===== src/hdl/kris_sort_cell.sv =====
// kris_sort_cell: one cell of the insertion sorter chain
// depends on nothing but its neighbors in the chain

module kris_sort_cell #(
   parameter int TIME_BITS = 16
) (
   input  logic                 clock,
   input  logic                 reset,
   input  logic                 clear,
   input  logic                 ins_valid,
   input  logic [TIME_BITS-1:0] ins_start,
   input  logic [TIME_BITS-1:0] ins_end,
   input  logic                 shift_out,
   input  logic                 prev_valid,
   input  logic                 prev_moves,
   input  logic [TIME_BITS-1:0] prev_start,
   input  logic [TIME_BITS-1:0] prev_end,
   output logic                 moves,
   output logic                 cell_valid,
   output logic [TIME_BITS-1:0] cell_start,
   output logic [TIME_BITS-1:0] cell_end
);

   logic                 valid_ff, valid_in;
   logic [TIME_BITS-1:0] start_ff, start_in, end_ff, end_in;

   // cell yields its place when it is empty or holds a later end
   assign moves      = !valid_ff || (end_ff > ins_end);
   assign cell_valid = valid_ff;
   assign cell_start = start_ff;
   assign cell_end   = end_ff;

   always_comb begin
      valid_in = valid_ff;
      start_in = start_ff;
      end_in   = end_ff;
      if (clear) begin
         valid_in = 1'b0;
      end else if (shift_out) begin
         // scan: take the neighbor's entry
         valid_in = prev_valid;
         start_in = prev_start;
         end_in   = prev_end;
      end else if (ins_valid && moves) begin
         if (prev_moves) begin
            valid_in = prev_valid;
            start_in = prev_start;
            end_in   = prev_end;
         end else begin
            valid_in = 1'b1;
            start_in = ins_start;
            end_in   = ins_end;
         end
      end
   end

   always_ff @(posedge clock) begin
      if (reset) begin
         valid_ff <= 1'b0;
      end else begin
         valid_ff <= valid_in;
      end
      start_ff <= start_in;
      end_ff   <= end_in;
   end

endmodule


===== config.mk =====
export PLATFORM = sky130hd
export DESIGN_NAME = kris_sort_cell
export DESIGN_NICKNAME = d
export VERILOG_FILES = /design/src/hdl/kris_sort_cell.sv
export SDC_FILE = /design/constraint.sdc
export NUM_CORES = 1
export LEC_CHECK = 0
export ABC_AREA = 1
export BUFFER_PORTS_ARGS = -buffer_cell sky130_fd_sc_hd__buf_2
export CAP_MARGIN = 25
export CORE_MARGIN = 8
export CORE_UTILIZATION = 40
export DETAILED_ROUTE_END_ITERATION = 16
export PLACE_DENSITY_LB_ADDON = 0.12
export SYNTH_ARGS = -nofsm -noshare
export SYNTH_HDL_FRONTEND = slang
export SYNTH_SLANG_ARGS = --single-unit

===== constraint.sdc =====
create_clock -name clock -period 3.1 [get_ports clock]
set_clock_uncertainty 0.1 [all_clocks]
set_input_delay 0.31 -clock clock [delete_from_list [all_inputs] [get_ports clock]]
set_output_delay 0.31 -clock clock [all_outputs]
set_load 0.1 [all_outputs]

==> impl_metrics.toml <==
[place]
dp_hpwl_mm = 3.84
io_buffers = 104
preCtsSetupSlack_ns = 0.850
placed_area_um2 = 2470
place.gp.congestion = 0.715

[power_and_ir_drop]
pwr_density_cell_nw_per_um2 = 494
peakVddDrop_uv = 260
p_leak_nw = 1.25
power.total_mw = 1.26

[global_routing]
top_usage_layer = "met2"
antenna_found_initial = 0
met3_usage_pct = 8.40
gr-usage-all-layers_pct = 13.4
grt_use_met2_pct = 22.7
met1_usage_pct = 13.2
grt-ovfl-total = 0
grt_pass1_vias = 1708
grt_first_pass_wirelength_mm = 7.73
grt_start_max_net_pins = 28

[layout]
regArea_um2 = 981
post-route-util_pct = 58.1
layout-drive-gt1-share_pct = 50.4
nets = 368
synthToLayoutAreaGrowth_pct = 38.7
multiInputGateArea_um2 = 783
nFillCells = 418
antennaDiodeCount = 0
final_area_um2 = 2550

[floorplanning]
die-area_um2 = 7020
coreArea_um2 = 4380
start_util_pct = 41.9
ios = 105
die_w_um = 83.8
placementRows = 24
die_h_um = 83.8

[clock_network]
ctsHoldBuffers = 0
clk_pin_slew_worst_paths_ns = 0.07
clock_latency_ns = 0.28
post_cts_buffers = 0
cts_buffer_depth = 2
cts_buffers = 5
cts_tree = "done"
cts_htree_levels = 2
root_buffer = "clkbuf_8"
cts.repair.resized = 0
cts_sinks = 33

[critical_path]
cp.required_ns = 2.69
startpoint_type = "register"
r2r_end = "cell_start[15]$_DFFE_PP_"
crit_type = "reg2out"
reg2regPathDepth = 12
crit_fanout = 2
r2r-start = "cell_end[15]$_DFFE_PP_"
endpoint_kind = "primary output"
ff2ff_setup_slack_ns = 0.92
arrival_ns = 2.02

[logic_synthesis]
synthDistinctLibCells = 20
syn_area_per_cell_um2 = 10.7
netlist_area_um2 = 1840
synth_edf_count = 32
yosys.area.top_type = "edfxtp_1"
syn-num-nets = 258
yosys-top-cells-area = "edfxtp_1 52%, ha_1 11%, mux2_2 10%"
synth_top_area_share_pct = 52.3
synth_async_sr_flop_share_pct = 0
yosysMostFrequentCell = "edfxtp_1"
synth_ff_type = "edfxtp_1"
synth_common_cells = "32 x edfxtp_1, 23 x nor2_1, 22 x inv_1"
synthesis.instances = 171
yosysWarningCount = 0
ys_ff_latch = 33
seq_area_frac_synth_pct = 53.4

[sta]
finalSetupTns_ns = 0
worstMarginPinSlew_ns = 0.508
worst_slack_ns = 0.666
relSlewSlack_pct = 66.3
hold_viol = 0
final_max_slew_viol_count = 0
min_period_over_period_pct = 78.5
period_needed_ns = 2.43
finalSetupViolations = 0
fmax_ghz = 0.411
rsz0062_at_grt = "no"

[worst_hold_path]
min_to = "cell_valid$_SDFFE_PP0P_"
min_from = "reset"
whs_path_depth = 4
min_path_type = "in2reg"

[run]
max-cap-violations = 0

[drt]
vias_per_cell = 4.69
dr.pass1.iters = 4
drc = 0
ant_nets = 0
routedWlPerCell_um = 13.5
drt_wl_total_mm = 4.51
via_count = 1568
first_iter_violations = 22

[run_status]
run_status = "finished clean"
[stage by stage]
step / std cells / hold WS, ns
finish: 334 / 0.180
global route: 334 / 0.190
CTS: 334 / 0.174
detailed placement: 326 / 0.469
global placement: 326 / 0.466
floorplan: 171 / 0.371
[final cells by class]
cell class	instances	area share (%)
flip-flops and latches	33	38.5
multi-input cells	110	30.7
repair buffers	108	21.6
inverters	23	3.39
clock buffers	5	2.70
well taps	52	2.55
clock inverters	3	0.491
[metal layers]
metal	wire length, µm	share of wire [%]	up-vias
met5	0	0	-
met4	40	0.89	0
met3	529	12	5
met2	2230	50	61
met1	1710	38	701
li1	-	-	801
[state kept, by name (all words and copies together), names as in the netlist]
register    cells
cell_end       16
cell_start     16
cell_valid      1
[cell families after synthesis]
| kind of cell | share of synthesized area [%] |
|---|---|
| DFF | 53.4 |
| AOI/OAI and AO/OA | 7.29 |
| adders and majority gates | 10.9 |
| and+or+nand+nor | 11.9 |
| buffers and inverters | 6.13 |
| muxes | 10.4 |
[worst max-delay path, stage by stage (launching register included)]
cell and delay (ns):
edfxtp_1 0.39, ha_1 0.31, nand2_1 0.08, inv_2 0.06, nand3_1 0.07, nor2_2 0.11, nand2_1 0.06, nand2_1 0.06
nand2_2 0.09, nand2_8 0.07, buf_2 0.43
[how the worst max path moves through the flow]
stage                     depth (start not counted)                   start                  endpoint  slack (ns)
after floorplan                                  11  cell_end[15]$_DFFE_PP_     cell_end[0]$_DFFE_PP_       0.005
after global placement                           14             ins_end[15]  cell_start[11]$_DFFE_PP_        0.91
after detailed placement                         14             ins_end[15]   cell_start[1]$_DFFE_PP_        0.85
after CTS                                        10  cell_end[15]$_DFFE_PP_                     moves        0.63
after global routing                             10  cell_end[15]$_DFFE_PP_                     moves        0.50
final                                            10  cell_end[15]$_DFFE_PP_                     moves        0.67
[power by group]
group	switching [mW]	leakage, nW	internal, mW	total [mW]
combinational	0.312	0.895	0.107	0.418
sequential	0.0117	0.313	0.528	0.540
clock	0.150	0.0430	0.151	0.301
total	0.473	1.25	0.786	1.26
[layout by cell type, fill, tap and decap left out, types with 3 or more instances in the layout]
master / Yosys / final
buf_4: 1 / 4
mux2_2: 17 / 17
inv_1: 22 / 22
buf_2: 3 / 104
clkbuf_8: 0 / 5
edfxtp_1: 32 / 32
nand2_1: 21 / 20
nor2_1: 23 / 22
ha_1: 16 / 16
nand3_1: 3 / 3
a21oi_1: 20 / 19
(Power assumes the default switching activity.)
