File: config.mk
export PLATFORM = sky130hd
export DESIGN_NAME = kris_resource_cell
export DESIGN_NICKNAME = d
export VERILOG_FILES = /design/src/hdl/kris_pkg.sv /design/src/hdl/kris_resource_cell.sv
export SDC_FILE = /design/constraint.sdc
export NUM_CORES = 1
export LEC_CHECK = 0
export BUFFER_PORTS_ARGS = -buffer_cell sky130_fd_sc_hd__buf_2
export CAP_MARGIN = 20
export CORE_MARGIN = 3
export CORE_UTILIZATION = 25
export DETAILED_ROUTE_END_ITERATION = 16
export PLACE_DENSITY = 0.52
export SETUP_SLACK_MARGIN = 0.1
export SLEW_MARGIN = 25
export SYNTH_ARGS = -nofsm -noshare
export SYNTH_HDL_FRONTEND = slang
export SYNTH_SLANG_ARGS = --single-unit
export TNS_END_PERCENT = 1
File: constraint.sdc
create_clock -name clock -period 3.3 [get_ports clock]
set_clock_uncertainty 0.2 [all_clocks]
set_input_delay 0.495 -clock clock [delete_from_list [all_inputs] [get_ports clock]]
set_output_delay 0.495 -clock clock [all_outputs]
set_load 0.005 [all_outputs]
File: src/hdl/kris_pkg.sv
// kris_pkg: shared types and constants for the interval scheduler
// no dependencies

package kris_pkg;

   // top level control states, one-hot
   typedef enum logic [3:0] {
      ST_LOAD   = 4'b0001,
      ST_SCAN   = 4'b0010,
      ST_WAIT   = 4'b0100,
      ST_REPORT = 4'b1000
   } state_type;

   localparam int COUNT_BITS = 9;
   localparam int PERSONS_BITS = 5;

endpackage

File: src/hdl/kris_resource_cell.sv
// kris_resource_cell: one resource, holds its busy-until time
// depends on kris_pkg

module kris_resource_cell
   import kris_pkg::*;
#(
   parameter int TIME_BITS = 16
) (
   input  logic                 clock,
   input  logic                 reset,
   input  logic                 clear,
   input  logic                 enabled,
   input  logic                 grant,
   input  logic [TIME_BITS-1:0] job_start,
   input  logic [TIME_BITS-1:0] job_end,
   output logic                 fits,
   output logic [TIME_BITS:0]   key
);

   logic                 used_ff;
   logic [TIME_BITS-1:0] busy_ff;

   // key is busy time plus one, zero when free
   assign fits = enabled && (!used_ff || busy_ff <= job_start);
   assign key  = used_ff ? ({1'b0, busy_ff} + 1'b1) : '0;

   always_ff @(posedge clock) begin
      if (reset || clear) begin
         used_ff <= 1'b0;
      end else if (grant) begin
         used_ff <= 1'b1;
      end
      if (grant) begin
         busy_ff <= job_end;
      end
   end

endmodule

==> impl_metrics.env, run 1 <==
export IMPL_syn_avg_cell_area_um2=9.77
export IMPL_clk_pin_slew_ps=60
export IMPL_r2r_end="used_ff$_SDFFE_PP0P_"
export IMPL_post_cts_buffers=0
export IMPL_postRouteAntennaNets=0
export IMPL_final_cell_area_um2=1730
export IMPL_final_core_util=0.350
export IMPL_rr_worst_depth=3
export IMPL_global_route_overflow_total=0
export IMPL_drtIter0Drc=18
export IMPL_grt_pass1_vias=1097
export IMPL_seqPwrFrac=0.520
export IMPL_swShare=0.259
export IMPL_wl_per_cell_um=11.6
export IMPL_crit_type="reg -> out"
export IMPL_drive_gt1_frac=0.332
export IMPL_cts_made_buffers=3
export IMPL_vias=1116
export IMPL_cellPowerDensity_nw_per_um2=311
export IMPL_syn_nets=190
export IMPL_ioPinCount=55
export IMPL_syn_cell_area_um2=1330
export IMPL_yosys_warnings=0
export IMPL_maxSlewViolCount=0
export IMPL_final_cells=260
export IMPL_min_delay_start="reset"
export IMPL_max_clock_path_buffers=2
export IMPL_die_area_um2=6230
export IMPL_cp_data_arrival_time_ps=2020
export IMPL_area_delta_synth_final_pct=30.0
export IMPL_path_max_fanout=5
export IMPL_clkLatencyLatePin_ps=240
export IMPL_die_w_um=78.9
export IMPL_switchingPower_mw=0.139
export IMPL_finalSetupTns_ps=0
export IMPL_yosys_register_bits=17
export IMPL_worstSetupEndpointType="output pin"
export IMPL_antennaDiodeCount=0
export IMPL_multi_input_area_um2=752
export IMPL_p_comb_frac=0.211
export IMPL_crit_required_ps=2600
export IMPL_postCtsHoldBufs=0
export IMPL_die_height_um=78.9
export IMPL_leakage_nw=0.825
export IMPL_portBuffers=54
export IMPL_gr_max_usage_layer="met2"
export IMPL_outcome="finished, final reports clean"
export IMPL_initial_utilization=0.269
export IMPL_hpwl_mm=2.59
export IMPL_ir_worst_vdd_mv=0.291
export IMPL_antenna_found_initial=0
export IMPL_whs_ps=206
export IMPL_cts_tree="built"
export IMPL_synthCells=136
export IMPL_hold_viol=0
export IMPL_dp_cells=256
export IMPL_dr_pass1_iters=4
export IMPL_grt_max_degree=20
export IMPL_worst_pin_slew_ps=343
export IMPL_core_um2=4940
export IMPL_relSlewSlack=0.769
export IMPL_setup_viol=0
export IMPL_fin_crit_ps=2710
export IMPL_track_usage=0.102
export IMPL_route_detailed_drc=0
export IMPL_gp_congestion=0.705
export IMPL_reg2reg_slack_ps=2340
export IMPL_whs_path_depth=2
export IMPL_worstHoldPathType="in -> reg"
export IMPL_globalRouteMet2Util=0.160
export IMPL_clock_tree_root_cell="clkbuf_8"
export IMPL_routed_via_density=4.29
export IMPL_cts_sinks=17
export IMPL_fp_row_count=25
export IMPL_met3_usage=0.0227
export IMPL_crit_path_start_kind="flip-flop"
export IMPL_layout_worst_path_cycle_share=0.822
export IMPL_min_to="used_ff$_SDFFE_PP0P_"
export IMPL_synth_distinct_cells=31
export IMPL_global_route_usage_met1=0.140
export IMPL_nets=248
export IMPL_p_clk_frac=0.269
export IMPL_place_area_um2=1680
export IMPL_rr_startpoint="used_ff$_SDFFE_PP0P_"
export IMPL_drt_total_wl_mm=3.03
export IMPL_max_cap_violations=0
export IMPL_rsz0062_at_grt="no"
export IMPL_htreeDepth=1
export IMPL_regArea_um2=500
export IMPL_p_int_mw=0.399
export IMPL_grt_pass1_wl_mm=5.02
export IMPL_fillers=561
export IMPL_fmax_mhz=369
export IMPL_cts_resized=0
export IMPL_yosysSeqAreaShare=0.377
-- registers in the layout, summed over array words and instances (netlist names) --
register and cells:
used_ff 1, busy_ff 16
-- Yosys cell counts --
cell type   n  area share
or4b_1      1      0.0075
nand3_1     6       0.023
buf_2       1      0.0038
nor2_1      2      0.0057
dfxtp_1     1       0.015
o41ai_1     2       0.013
and4_4      2       0.017
or3_2       1      0.0057
and3_2      1      0.0057
o2111ai_1   1      0.0066
edfxtp_1   16        0.36
a21boi_0    3       0.017
and2_1     12       0.056
nor3_1      3       0.011
inv_1      18       0.051
o211ai_1    1      0.0057
and4_1      2       0.013
xor2_1      3       0.020
nor2b_1     2      0.0094
clkbuf_1    1      0.0028
nand4_1     7       0.033
o21ai_0     3       0.011
a21o_1      2       0.011
xnor2_1     7       0.046
a21oi_1     6       0.023
ha_1       17        0.16
a211oi_1    1      0.0057
o21ai_1     1      0.0038
nand4_4     1       0.016
nand2_1     9       0.025
or3_1       3       0.014
-- layout by cell type (no fill, tap or decap) --
cell,Yosys,routed
buf_2,1,54
o21ai_0,3,3
buf_4,0,1
clkinv_2,0,1
and4_4,2,2
nor2_1,2,2
clkbuf_8,0,3
a21boi_0,3,3
nor2b_1,2,2
dfxtp_1,1,1
a21oi_1,6,6
nor3_1,3,3
and3_2,1,1
nand2_1,9,9
o211ai_1,1,1
a21o_1,2,2
nand4_4,1,1
or4b_1,1,1
nand3_1,6,6
and4_1,2,2
o21ai_1,1,1
or3_1,3,3
edfxtp_1,16,16
and2_1,12,12
or3_2,1,1
ha_1,17,17
xnor2_1,7,7
inv_1,18,18
a211oi_1,1,1
o2111ai_1,1,1
xor2_1,3,3
nand4_1,7,7
o41ai_1,2,2
-- through the flow --
stage / total power, mW / worst slack, ps
floorplan: 0.345 / 1070
global placement: 0.399 / 731
detailed placement: 0.400 / 708
CTS: 0.545 / 543
global route: 0.579 / 372
finish: 0.538 / 589
-- critical path, stage by stage (launching register included) --
cell	delay [ps]
edfxtp_1	470
ha_1	320
nor2b_1	130
o211ai_1	170
a21oi_1	90
o41ai_1	400
buf_2	180
-- worst max-delay path by stage --
stage,endpoint,slack (ps),from
final,fits,590,busy_ff[1]$_DFFE_PP_
after global placement,fits,730,job_start[1]
after CTS,fits,540,busy_ff[1]$_DFFE_PP_
after floorplan,fits,1070,job_start[1]
after detailed placement,fits,710,job_start[1]
after global routing,fits,370,busy_ff[1]$_DFFE_PP_
-- per-layer routing --
| layer | part of all wire | wire [um] | up-vias |
|---|---|---|---|
| li1 | - | - | 603 |
| met4 | 0.0086 | 26 | 0 |
| met5 | 0 | 0 | - |
| met3 | 0.063 | 192 | 2 |
| met2 | 0.46 | 1390 | 28 |
| met1 | 0.47 | 1420 | 483 |
-- power by group through the flow --
| stage | logic [mW] | registers, mW | clock network (mW) |
|---|---|---|---|
| detailed placement | 0.115 | 0.285 | 0 |
| finish | 0.113 | 0.280 | 0.145 |
| global route | 0.134 | 0.285 | 0.161 |
| floorplan | 0.0685 | 0.277 | 0 |
| CTS | 0.116 | 0.280 | 0.149 |
| global placement | 0.115 | 0.284 | 0 |
-- kinds of logic after synthesis --
group                    after synthesis  share of synthesized area
AO/OA/AOI/OAI                         20                     0.0970
XOR/XNOR                              10                     0.0659
adder cells (fa/ha/maj)               17                      0.160
buffers and inverters                 20                     0.0574
flip-flops                            17                      0.377
AND/OR/NAND/NOR                       52                      0.243
-- layout make-up --
type                    instances  share of cell area
clock inverters                 1             0.00290
repair buffers                 55               0.161
clock buffers                   3              0.0239
inverters                      18              0.0391
well taps                      67              0.0485
flip-flops and latches         17               0.290
multi-input cells              99               0.435
Note: power is estimated with default switching activity, not from simulation.
==> run 2, diff against run 1 <==
- ABC_AREA: unset -> 1
- PLACE_DENSITY: 0.52 -> 0.53
- clock period: 3.3 -> 2.3 ns (I/O delays scaled with it)
==> run 2 against run 1 <==
Net effect:
- largest cell class unchanged
- wire length up 11%
- the run now ends with setup timing left
- register-to-register slack worse by 1100 ps
- core utilization up 1.6 points
- non-clock buffer count up 6
- die area up 3.0%
- first-iteration DRC count down 56%
==> impl_metrics.env, run 2 <==
export IMPL_grt_pass1_vias=1254
export IMPL_relSlewSlack=0.696
export IMPL_whs_path_depth=2
export IMPL_syn_cell_area_um2=1370
export IMPL_worstHoldPathType="in -> reg"
export IMPL_cts_sinks=17
export IMPL_crit_family="simple AND/OR/NAND/NOR gates"
export IMPL_fmax_mhz=428
export IMPL_syn_avg_cell_area_um2=7.75
export IMPL_clock_tree_root_cell="clkbuf_8"
export IMPL_reg2reg_slack_ps=1200
export IMPL_synth_most_common_cell="nand2_1"
export IMPL_postRouteAntennaNets=0
export IMPL_htreeDepth=1
export IMPL_track_usage=0.109
export IMPL_drt_total_wl_mm=3.35
export IMPL_rsz0062_at_grt="yes"
export IMPL_worst_pin_slew_ps=455
export IMPL_cp_slowest_cell="edfxtp_1"
export IMPL_reg_top3="busy_ff: 16 flops, used_ff: 1 flops"
export IMPL_route_detailed_drc=0
export IMPL_final_cell_mix="54 x buf_2, 35 x nand2_1, 34 x inv_1, 21 x nor2_1, 16 x edfxtp_1"
export IMPL_clk_pin_slew_ps=60
export IMPL_leakage_nw=1.00
export IMPL_die_area_um2=6420
export IMPL_cts_tree="built"
export IMPL_max_cap_violations=0
export IMPL_area_delta_synth_final_pct=38.7
export IMPL_synth_enable_flop_cells=16
export IMPL_place_ws_ps=234
export IMPL_portBuffers=54
export IMPL_largest_register="busy_ff"
export IMPL_violations="setup timing"
export IMPL_fp_row_count=26
export IMPL_antenna_found_initial=0
export IMPL_crit_chain="buf_6, nand2_4, nor3_4, nand2_2, nor2_4, nand4_2, and2_1, buf_2"
export IMPL_final_cell_area_um2=1900
export IMPL_layout_worst_path_cycle_share=1.02
export IMPL_crit_path_start_kind="flip-flop"
export IMPL_fin_crit_ps=2340
export IMPL_maxSlewViolCount=0
export IMPL_largest_register_ffs=16
export IMPL_worst_path_largest_cell_delay_ps=480
export IMPL_clkLatencyLatePin_ps=240
export IMPL_async_flop_share=0
export IMPL_die_w_um=80.1
export IMPL_ir_worst_vdd_mv=0.331
export IMPL_yosys_top_cells_count="37 x nand2_1, 34 x inv_1, 23 x nor2_1"
export IMPL_setup_viol=1
export IMPL_crit_buf_inv=2
export IMPL_vias=1290
export IMPL_drive_gt1_frac=0.367
export IMPL_synthCells=177
export IMPL_rr_worst_depth=2
export IMPL_postCtsHoldBufs=0
export IMPL_cp_num_cells=8
export IMPL_cp_data_arrival_time_ps=1790
export IMPL_rr_startpoint="used_ff$_SDFFE_PP0P_"
export IMPL_grt_max_degree=18
export IMPL_crit_required_ps=1750
export IMPL_path_max_fanout=5
export IMPL_yosys_register_bits=17
export IMPL_gp_congestion=0.785
export IMPL_synth_ff_type="edfxtp_1"
export IMPL_synth_distinct_cells=26
export IMPL_synth_area_leaders="edfxtp_1 35%, ha_1 15%, nand2_1 10%, inv_1 9.3%, nor2_1 6.3%"
export IMPL_syn_nets=231
export IMPL_nets=295
export IMPL_hold_viol=0
export IMPL_crit_type="reg -> out"
export IMPL_ioPinCount=55
export IMPL_synth_area_leader_cell="edfxtp_1"
export IMPL_outcome="finished with violations"
export IMPL_wl_per_cell_um=10.8
export IMPL_antennaDiodeCount=0
export IMPL_grt_pass1_wl_mm=5.50
export IMPL_die_height_um=80.1
export IMPL_yosysSeqAreaShare=0.365
export IMPL_global_route_overflow_total=0
export IMPL_final_common_cell="buf_2"
export IMPL_cellPowerDensity_nw_per_um2=426
export IMPL_min_to="used_ff$_SDFFE_PP0P_"
export IMPL_initial_utilization=0.264
export IMPL_worstSetupEndpointType="output pin"
export IMPL_place_area_um2=1740
export IMPL_max_clock_path_buffers=2
export IMPL_routed_via_density=4.16
export IMPL_core_um2=5200
export IMPL_dr_pass1_iters=4
export IMPL_yosys_warnings=0
export IMPL_drtIter0Drc=8
export IMPL_min_delay_start="reset"
export IMPL_netlist_area_leader_share=0.350
export IMPL_hpwl_mm=2.86
export IMPL_cts_made_buffers=3
export IMPL_r2r_end="used_ff$_SDFFE_PP0P_"
export IMPL_worst_slack_ps=-37.6
==> run 2: cell types whose count changed in the layout (fill, tap and decap cells not counted), moves of 7 or more <==
cell,previous run,this run
xnor2_1,7,0
nand2_1,9,35
inv_1,18,34
a21oi_1,6,14
nor2_1,2,21
and2_1,12,1
==> run 2: logic make-up after synthesis <==
logic type	Yosys count	synth area share
buffers and inverters	37	0.102
flip-flops	17	0.365
AND/OR/NAND/NOR	79	0.264
AO/OA/AOI/OAI	27	0.114
adder cells (fa/ha/maj)	17	0.155
==> run 2: worst reg2reg max path: cells and delay by family (launching register included) <==
kind | cells | cell delay (ps)
flip-flops | 1 | 600
AND/OR/NAND/NOR | 2 | 230
==> run 2: worst max path at each step <==
stage	startpoint	to	slack [ps]
finish	busy_ff[5]$_DFFE_PP_	key[14]	-40
global route	busy_ff[5]$_DFFE_PP_	key[14]	-180
CTS	busy_ff[5]$_DFFE_PP_	fits	-20
detailed placement	busy_ff[6]$_DFFE_PP_	fits	230
global placement	busy_ff[6]$_DFFE_PP_	fits	180
floorplan	busy_ff[6]$_DFFE_PP_	fits	480
==> run 2: cell type report <==
class / count / area [um^2]
fillers: 570 / 3300
multi-input cells: 123 / 811
flip-flops and latches: 17 / 500
repair buffers: 61 / 327
inverters: 35 / 131
well taps: 70 / 87.6
clock buffers: 3 / 41.3
clock inverters: 1 / 5.00
==> run 2: per-stage QoR <==
step	util	TNS (ps)	cells	power (mW)	hold WS, ps
finish	0.366	-37.6	310	0.811	55.1
detailed placement	0.335	0	302	0.589	314
global route	0.366	-900	310	0.879	53.0
global placement	0.335	0	302	0.584	309
CTS	0.349	-16.0	308	0.811	46.4
floorplan	-	0	177	0.504	222
==> run 2: power by group <==
part | leakage (nW) | internal (mW) | switching (mW)
Combinational | 0.814 | 0.0977 | 0.107
Sequential | 0.165 | 0.367 | 0.0323
Clock | 0.0255 | 0.120 | 0.0878
Total | 1.00 | 0.584 | 0.227
==> run 2: layer usage <==
metal	vias up	global-route usage	part of all wire
met1	553	0.148	0.48
met4	0	0.0456	0.0075
li1	702	-	-
met5	-	0	0
met2	33	0.174	0.45
met3	2	0.0123	0.056
==> run 2: timing repair <==
action | in CTS | in global routing
buffers inserted | 2 | 3
hold endpoints to repair | 0 | 0
endpoints found under the setup margin | 6 | 11
resized for setup | 3 | 12
pin swaps | 2 | 11
